`config.mk`:
```
export PLATFORM = sky130hd
export DESIGN_NAME = float_to_int_saturating_convert_top
export DESIGN_NICKNAME = d
export VERILOG_FILES = /design/src/design/f2i_pkg.sv /design/src/design/float_to_int_saturating_convert_top.sv /design/src/design/f2i_decode.sv /design/src/design/f2i_check.sv /design/src/design/f2i_select.sv
export SDC_FILE = /design/constraint.sdc
export NUM_CORES = 1
export LEC_CHECK = 0
export ABC_AREA = 1
export CAP_MARGIN = 10
export CORE_MARGIN = 2
export CORE_UTILIZATION = 45
export CTS_BUF_LIST = sky130_fd_sc_hd__clkbuf_4
export DETAILED_ROUTE_END_ITERATION = 10
export DONT_BUFFER_PORTS = 1
export PLACE_DENSITY = 0.67
export SYNTH_ARGS = -nofsm -noshare
export SYNTH_HDL_FRONTEND = slang
export SYNTH_SLANG_ARGS = --single-unit
```
`constraint.sdc`:
```
create_clock -name clk -period 9.6 [get_ports clk]
set_input_delay 0.48 -clock clk [delete_from_list [all_inputs] [get_ports clk]]
set_output_delay 0.48 -clock clk [all_outputs]
set_load 0.02 [all_outputs]
```
`src/design/f2i_pkg.sv`:
```
// f2i_pkg: shared types, constants and target-code names for the float to integer converter.
// No dependencies.
`timescale 1ns / 1ps
package f2i_pkg;

  localparam int unsigned FuncW = 3;
  localparam int unsigned FloatW = 32;
  localparam int unsigned IntW = 64;

  typedef enum logic [FuncW-1:0] {
    FN_S8  = 3'd0,
    FN_U8  = 3'd1,
    FN_S16 = 3'd2,
    FN_U16 = 3'd3,
    FN_S32 = 3'd4,
    FN_U32 = 3'd5,
    FN_S64 = 3'd6,
    FN_U64 = 3'd7
  } func_t;

  // Decoded operand, stage 1 to stage 2.
  typedef struct packed {
    logic            nan;
    logic            neg;
    logic            big;
    logic            sgn;
    logic [1:0]      wsel;   // 0:8 1:16 2:32 3:64
    logic [IntW-1:0] mag;
  } dec_t;

  // Range check, stage 2 to stage 3.
  typedef struct packed {
    logic            nan;
    logic            neg;
    logic            sgn;
    logic            sat;
    logic [1:0]      wsel;
    logic [IntW-1:0] mag;
  } chk_t;

endpackage

```
`src/design/float_to_int_saturating_convert_top.sv`:
```
// float_to_int_saturating_convert_top: pipelined float32 to integer saturating converter.
// Depends on f2i_pkg, f2i_decode, f2i_check, f2i_select.
`timescale 1ns / 1ps
// Usage:
//  Input channel: in_valid/in_stall with func (target type) and value_bits
//  (IEEE single). Output channel: out_valid/out_stall with result,
//  saturated and was_nan.
//  An item is taken when valid is high and stall is low.
//  Pipeline: decode/shift -> range check -> result select, with one
//  register after each: dec_q, chk_q, then the output registers.
//  Throughput: one item per cycle while out_stall is low, each stage holds one item.
//  Stall: a stage advances when the one after it is empty or moving, so
//  bubbles are squeezed out; a full pipe under out_stall holds all items
//  and raises in_stall combinationally from the output stall.
//  Reset (rst, sync, active high) clears all stage valid bits; data
//  registers are not reset.
//  NaN gives zero with was_nan; out-of-range values clamp with saturated.
module float_to_int_saturating_convert_top import f2i_pkg::*; (
  input  logic              clk,
  input  logic              rst,
  input  logic              in_valid,
  output logic              in_stall,
  input  logic [FuncW-1:0]  func,
  input  logic [FloatW-1:0] value_bits,
  output logic              out_valid,
  input  logic              out_stall,
  output logic [IntW-1:0]   result,
  output logic              saturated,
  output logic              was_nan
);
  dec_t dec_c, dec_q;
  chk_t chk_c, chk_q;
  logic [IntW-1:0] res_c;
  logic sat_c, nan_c;
  logic v1, v2;
  logic en3, en2, en1;

  f2i_decode u_dec (.func(func), .value_bits(value_bits), .dec(dec_c));
  f2i_check  u_chk (.dec(dec_q), .chk(chk_c));
  f2i_select u_sel (.chk(chk_q), .result(res_c), .saturated(sat_c), .was_nan(nan_c));

  assign en3 = !out_valid || !out_stall;
  assign en2 = !v2 || en3;
  assign en1 = !v1 || en2;
  assign in_stall = !en1;

  always_ff @(posedge clk) begin
    if (rst) begin
      v1 <= 1'b0;
      v2 <= 1'b0;
      out_valid <= 1'b0;
    end else begin
      if (en1) v1 <= in_valid;
      if (en2) v2 <= v1;
      if (en3) out_valid <= v2;
    end
    if (en1 && in_valid) dec_q <= dec_c;
    if (en2 && v1) chk_q <= chk_c;
    if (en3 && v2) begin
      result    <= res_c;
      saturated <= sat_c;
      was_nan   <= nan_c;
    end
  end

  // NaN results are zero and never saturated.
  assert property (@(posedge clk) disable iff (rst)
    out_valid && was_nan |-> result == '0 && !saturated)
    else $error("nan result not clean");
  // A held output must be untouched while stalled.
  assert property (@(posedge clk) disable iff (rst)
    out_valid && out_stall |=> out_valid && $stable(result))
    else $error("output changed under stall");
  // Input is stalled only when every stage holds an item.
  assert property (@(posedge clk) disable iff (rst)
    in_stall |-> v1 && v2 && out_valid)
    else $error("stall with free stage");
endmodule

```
`src/design/f2i_decode.sv`:
```
// f2i_decode: unpacks the float and shifts the significand into a truncated 64-bit magnitude.
// Depends on f2i_pkg.
`timescale 1ns / 1ps
module f2i_decode import f2i_pkg::*; (
  input  logic [FuncW-1:0]  func,
  input  logic [FloatW-1:0] value_bits,
  output dec_t              dec
);
  logic [7:0]  ex;
  logic [22:0] man;
  logic [7:0]  e;
  logic [IntW-1:0] sig;

  always_comb begin
    ex  = value_bits[30:23];
    man = value_bits[22:0];
    e   = ex - 8'd127;
    sig = {{(IntW-24){1'b0}}, 1'b1, man};
    dec.nan  = (ex == 8'hff) && (man != '0);
    dec.neg  = value_bits[31];
    dec.sgn  = ~func[0];
    dec.wsel = func[2:1];
    dec.big  = 1'b0;
    dec.mag  = '0;
    if (ex == 8'hff) begin
      dec.big = 1'b1;
    end else if (ex >= 8'd127) begin
      if (e >= 8'd64) begin
        dec.big = 1'b1;
      end else if (e >= 8'd23) begin
        dec.mag = sig << (e[5:0] - 6'd23);
      end else begin
        dec.mag = sig >> (6'd23 - e[5:0]);
      end
    end
  end
endmodule

```
`src/design/f2i_check.sv`:
```
// f2i_check: compares the magnitude against the target range and flags saturation.
// Depends on f2i_pkg.
`timescale 1ns / 1ps
module f2i_check import f2i_pkg::*; (
  input  dec_t dec,
  output chk_t chk
);
  logic [IntW-1:0] hi_bits;   // magnitude bits at or above w-1
  logic [IntW-1:0] lim;       // 2^(w-1)
  logic            over_s_pos;
  logic            over_s_neg;
  logic            over_u;

  always_comb begin
    case (dec.wsel)
      2'd0: begin
        hi_bits = dec.mag & ~64'h7f;
        lim     = 64'h80;
      end
      2'd1: begin
        hi_bits = dec.mag & ~64'h7fff;
        lim     = 64'h8000;
      end
      2'd2: begin
        hi_bits = dec.mag & ~64'h7fff_ffff;
        lim     = 64'h8000_0000;
      end
      default: begin
        hi_bits = dec.mag & ~64'h7fff_ffff_ffff_ffff;
        lim     = 64'h8000_0000_0000_0000;
      end
    endcase
    over_s_pos = hi_bits != '0;
    // Negative bound: magnitude may equal exactly 2^(w-1).
    over_s_neg = over_s_pos && (dec.mag != lim);
    case (dec.wsel)
      2'd0:    over_u = (dec.mag & ~64'hff) != '0;
      2'd1:    over_u = (dec.mag & ~64'hffff) != '0;
      2'd2:    over_u = (dec.mag & ~64'hffff_ffff) != '0;
      default: over_u = 1'b0;
    endcase
    chk.nan  = dec.nan;
    chk.neg  = dec.neg;
    chk.sgn  = dec.sgn;
    chk.wsel = dec.wsel;
    chk.mag  = dec.mag;
    if (dec.nan) begin
      chk.sat = 1'b0;
    end else if (dec.sgn) begin
      chk.sat = dec.big || (dec.neg ? over_s_neg : over_s_pos);
    end else begin
      chk.sat = dec.big || (dec.neg ? (dec.mag != '0) : over_u);
    end
  end
endmodule

```
`src/design/f2i_select.sv`:
```
// f2i_select: builds the final 64-bit result from the range-check outcome.
// Depends on f2i_pkg.
`timescale 1ns / 1ps
module f2i_select import f2i_pkg::*; (
  input  chk_t            chk,
  output logic [IntW-1:0] result,
  output logic            saturated,
  output logic            was_nan
);
  logic [IntW-1:0] lim;   // 2^(w-1)
  logic [IntW-1:0] maxu;

  always_comb begin
    case (chk.wsel)
      2'd0:    begin lim = 64'h80;   maxu = 64'hff; end
      2'd1:    begin lim = 64'h8000; maxu = 64'hffff; end
      2'd2:    begin lim = 64'h8000_0000; maxu = 64'hffff_ffff; end
      default: begin lim = 64'h8000_0000_0000_0000; maxu = 64'hffff_ffff_ffff_ffff; end
    endcase
    was_nan   = chk.nan;
    saturated = chk.sat;
    if (chk.nan) begin
      result = '0;
    end else if (chk.sgn) begin
      if (chk.neg) result = chk.sat ? (64'd0 - lim) : (64'd0 - chk.mag);
      else         result = chk.sat ? (lim - 64'd1) : chk.mag;
    end else begin
      if (chk.neg) result = '0;
      else         result = chk.sat ? maxu : chk.mag;
    end
  end
endmodule

```
Word-level counts from Yosys, hierarchy flattened
Cells that the tools add are included.
{ "totals": {"regBits": 209, "latch_bits": 0, "ram_bits": 0, "mem_bits_ro": 0, "in_bits": 39, "output_inout_bits": 68, "elab_cells": 78, "memories": 0} }
{ "op_classes": {"addsub": 6, "multipliers": 0, "div": 0, "order_cmp": 3, "eq_ne": 6, "shifts": 2, "mux": 17, "n_bitwise": 2, "n_reduce_logical": 24} }
{ "op_table": {"columns": ["op", "count"], "rows": [
  ["$pmux 64 s3", 3],
  ["$mux 64", 7],
  ["$reduce_bool 64->1", 5],
  ["$pmux 63 s3", 1],
  ["$sub 1x64->64 const A", 2],
  ["$ne 64x64->1", 1],
  ["$shl 24x6->64", 1],
  ["$shr 24x6->64", 1],
  ["$sub 64x1->64 const B", 1],
  ["$reduce_bool 23->1", 1],
  ["$ge 8x7->1 const B", 2],
  ["$eq 8x8->1 const B", 1],
  ["$ge 8x5->1 const B", 1],
  ["$sub 8x7->8 const B", 1],
  ["$sub 5x6->6 const A", 1],
  ["$sub 6x5->6 const B", 1],
  ["$logic_and 1x1->1", 5],
  ["$logic_not 1->1", 5],
  ["$logic_or 1x1->1", 5],
  ["$mux 1", 5],
  ["$eq 2x1->1 const B", 2],
  ["$eq 2x2->1 const B", 2],
  ["$logic_not 2->1", 2],
  ["$pmux 1 s3", 1],
  ["other kinds (2)", 3]
]} }

Longest topological paths before layout
{ "depth": {"depth_word": 7, "mapped_depth": 16, "ltp_nobuf": 14} }

Cells and area by module
A second synthesis with hierarchy kept.
{ "unflattened": {"cells_unflattened": 2243, "hier_area_um2": 15835.2} }
{ "by_module_without_submodules": {"columns": ["mod", "instances", "cells_each", "area_each_um2", "seq_area_each_um2"], "rows": [
  ["float_to_int_saturating_convert_top", 1, 224, 6314.8, 6246.0],
  ["f2i_select", 1, 934, 4466.8, 0.0],
  ["f2i_decode", 1, 888, 4006.3, 0.0],
  ["f2i_check", 1, 197, 1047.3, 0.0]
]} }

Least setup slack after synthesis
Ideal clock, no wire load.
{ "synth_timing": {"path_kind": "input to register", "from": "input port out_stall", "to": "register dec_q[0] (netlist name) (enable)", "setup_ns": 0.499, "t_arrival_ns": 3.724, "required_time_ns": 9.101, "path_slack_ns": 5.378, "stages": 5, "path_buffers": 0, "path_cell_list": "nand2_1 nor2_1 inv_1 nor2_1 nor2_1"} }
{ "synth_via": {"elab_chain_len": 5} }
{ "synth_rtl": {"columns": ["element", "line", "text"], "rows": [
  ["start, declared", "float_to_int_saturating_convert_top.sv:26", "input logic out_stall,"],
  ["$logic_not 1->1", "float_to_int_saturating_convert_top.sv:42", "assign en3 = !out_valid || !out_stall;"],
  ["$logic_or 1x1->1", "float_to_int_saturating_convert_top.sv:42", null],
  ["$logic_or 1x1->1", "float_to_int_saturating_convert_top.sv:43", "assign en2 = !v2 || en3;"],
  ["$logic_or 1x1->1", "float_to_int_saturating_convert_top.sv:44", "assign en1 = !v1 || en2;"],
  ["$logic_and 1x1->1", "float_to_int_saturating_convert_top.sv:57", "if (en1 && in_valid) dec_q <= dec_c;"],
  ["end signal, assigned", "float_to_int_saturating_convert_top.sv:57", null],
  ["end, declared", "float_to_int_saturating_convert_top.sv:31", "dec_t dec_c, dec_q;"]
]} }
No other way between the ends.
A chain may end at the register's enable or synchronous reset.

Worst setup path after layout
{ "layout_timing": {"from": "input port value_bits[23]", "to": "register dec_q[18] (netlist name) (data pin)"} }
{ "layout_via": {"elab_chain_len": 4, "elab_cells_between_ends": 12, "cone_classes": "add/sub (3); order compare (3); eq/ne (1); shift (2); mux (1); bitwise (1); reduce/logical (1)"} }
{ "layout_rtl": {"columns": ["element", "line", "text"], "rows": [
  ["start, declared", "float_to_int_saturating_convert_top.sv:24", "input logic [FloatW-1:0] value_bits,"],
  ["$sub 8x7->8", "f2i_decode.sv:17", "e = ex - 8'd127;"],
  ["$sub 5x6->6 / $sub 6x5->6 (equally long branches)", "f2i_decode.sv:33, f2i_decode.sv:31", null],
  ["$shr 24x6->64 / $shl 24x6->64 (equally long branches)", "f2i_decode.sv:33, f2i_decode.sv:31", null],
  ["$mux 64", "f2i_decode.sv:30", "end else if (e >= 8'd23) begin"]
]} }
Several ways; a longest one is shown, not always the timed one.

==> results by group <==
Critical path
  – R2R Path Start: chk_q[68]
  – Flop-to-flop setup slack: 6.11 ns
  – Crit Path Class: primary input to flop
  – Reg2reg end: result[21]
  – Crit. End Element: flop
  – CP startpoint: value_bits[23]
  – CP arrival: 3.95 ns
  – Startpoint types: primary input
  – FF-to-FF path depth: 7
  – CP endpoint: dec_q[18]
  – CP required: 10.02 ns
  – Crit-path max FO: 66

Floorplanning
  – Die Ht: 184 µm
  – Core area: 0.0317 mm²
  – Die X: 184 µm
  – Number of placement rows: 65
  – Num ports: 107
  – Die area: 0.0338 mm²
  – Starting Density: 0.459

Hold path
  – Hold Path Class: primary input to flop

Global routing
  – Vias in the first global route: 13000
  – Grt ovf: 0
  – Global-route wire length before repair: 73.9 mm
  – Initial antenna violation count: 1
  – Tot GR Track Use: 0.288
  – Largest net degree at the start of global routing: 74

Drt
  – DRC: 0
  – Pre-Repair DR Iteration Count: 5
  – Final ANT Viol Nets: 0
  – Vias per Instance: 5.58
  – Routed length per placed instance: 19.3 µm
  – Drt total wl: 48.2 mm
  – DRT iter0 DRCs: 1275
  – Vias: 13900

Cells and area
  – Synthesis-to-layout area growth: 6.71%
  – Post-layout nets: 2106
  – Layout cells sized above 1: 0.0663
  – Final Cell Area: 0.0155 mm²

STA
  – Setup Skew: 0.0853 ns
  – Post-layout min period: 3.53 ns
  – Final setup fails: 0
  – Hold Vio Cnt, Final: 0
  – Setup TNS: 0 ns
  – Fmax achieved: 283 MHz
  – Rel. slew slack: 0.204
  – Unrepaired setup endpoints after global routing: no
  – Least-Margin Pin Slew: 1.19 ns
  – Max-slew violation count: 0
  – Fin crit share: 0.368

Yosys
  – Number of library cell types mapped by synthesis: 44
  – XOR/XNOR Fraction of Synth Area: 0.0103
  – Syn Std Cell Area: 0.0146 mm²
  – Synth warn: 0
  – Mapped Cells: 2072
  – Sequential-to-total area share from yosys stat: 0.429
  – Post-synthesis mux area share: 0.00825
  – Adder-cell area share of the yosys netlist: 0.00945
  – Main combinational cell family by area after synthesis: simple AND/OR/NAND/NOR gates
  – Compound-cell area share of the yosys netlist: 0.111
  – Post-Syn Nets: 2122
  – #FFs+latches synth: 209
  – Mean post-synth cell area: 7.03 µm²
  – Post-Synth Simple-Gate Area: 0.352

Status
  – Status: complete, no violations

Clock network
  – # Post-CTS Setup Buffers: 0
  – CTS root buffer: clkbuf_4
  – Post-CTS Resized: 0
  – H-tree levels: 2
  – CTS Buffer Depth: 3
  – Clock sinks: 209
  – CTS tree: yes
  – Worst skew pair latency: 0.74 ns
  – Cts hold-fix bufs: 9
  – Number of CTS-inserted buffers: 52
  – Worst-path clk slew: 0.06 ns

Placement
  – Placer congestion estimate: 0.931
  – Post-DP HPWL: 37.2 mm
  – Port bufs: 0
  – Cell Area, Placed: 0.0147 mm²

Pwr
  – P_leak: 0.00666 µW
  – Power density over cell area: 152 mW/mm²
  – Worst ir drop on vdd: 0.0000713 V

Job
  – MaxCap Viol Count: 0
-- worst min-delay path by stage --
stage	endpoint	slack, ns	cells after the start	from
after floorplan	chk_q[4]	0.42	0	dec_q[4]
after CTS	dec_q[69]	0.12	4	value_bits[0]
after global placement	chk_q[69]	0.43	0	dec_q[69]
after global routing	dec_q[69]	0.12	4	value_bits[0]
final	dec_q[69]	0.19	4	value_bits[0]
after detailed placement	chk_q[69]	0.44	0	dec_q[69]
-- cells in the mapped netlist, drive strengths merged --
cell type  instances  area [µm²]
a21oi             87         439
clkbuf            43         163
xnor2              5        70.1
nor2             288        1150
buf               47         264
o21ai            204        1020
nand3b             6        45.0
xor2               7        80.1
clkinv             2        7.51
or2                7        43.8
a21boi             3        22.5
o21a               3        22.5
dfxtp              3        60.1
nand4             21         131
o211ai             9        67.6
a31oi              2        12.5
edfxtp           206        6190
inv              197         742
nand3            231        1160
ha                11         138
o31ai              1        7.51
nor3              12        60.1
o221ai             1        8.76
nor4               4        25.0
and2               7        46.3
nand2            652        2460
o2111ai            1        8.76
mux2i             12         120
-- registers in the layout, summed over array words and instances (netlist names) --
register   cells
chk_q         70
result        64
v2             1
out_valid      1
v1             1
was_nan        1
saturated      1
dec_q         70
-- where the power goes --
part | switching [µW] | internal [µW] | total (µW)
registers | 43.7 | 1060 | 1100
logic | 361 | 134 | 495
clock network | 368 | 403 | 771
-- final cells by class --
class | count | area, µm²
fillers | 3277 | 16200
clock buffers | 71 | 533
flip-flops and latches | 209 | 6250
diodes | 1 | 2.50
inverters | 199 | 749
well taps | 402 | 503
clock inverters | 25 | 174
repair buffers | 20 | 173
multi-input cells | 1574 | 7160
-- routing by layer --
metal,vias up,global-route usage,wire [µm]
met5,-,0,0
met4,0,0.169,3010
met3,117,0.0305,2610
met2,580,0.491,23000
met1,6394,0.353,19500
li1,6855,-,-
-- cells by family after synthesis --
| logic type | after synthesis |
|---|---|
| AOI/OAI and AO/OA | 311 |
| xor gates and xnor gates | 12 |
| DFF | 209 |
| adders and majority gates | 11 |
| buffers and inverters | 289 |
| and+or+nand+nor | 1228 |
| muxes | 12 |
-- worst max-delay path, cell delays in order --
cell and delay (ns):
ha_1 0.23, xnor2_2 0.68, inv_2 0.39, ha_1 0.41
buf_4 0.30, inv_1 0.40, o21ai_0 0.42, nand2_1 0.12
nand3_1 0.11, o21ai_1 0.10, nand2_1 0.16, nand2_1 0.11
-- cells in the final DEF (no fill, tap or decap), drive strengths merged, types with 21 or more instances in the layout --
cell	n
nand4	21
nand2	652
clkinv	23
a21oi	87
edfxtp	206
o21ai	204
nand3	231
nor2	288
inv	197
clkbuf	71
-- per-stage QoR --
stage                     worst slack, ns  total power, µW  utilization  hold WS [ns]  cells
after detailed placement             5.48             1600        0.465         0.438   2395
after global placement               5.49             1600        0.465         0.434   2395
after global routing                 5.87             2500        0.490         0.125   2501
after floorplan                      5.38             1470            -         0.417   2072
final                                6.07             2370        0.490         0.185   2501
after CTS                            6.17             2380        0.490         0.118   2500
Power figures use the tool's default switching activity.
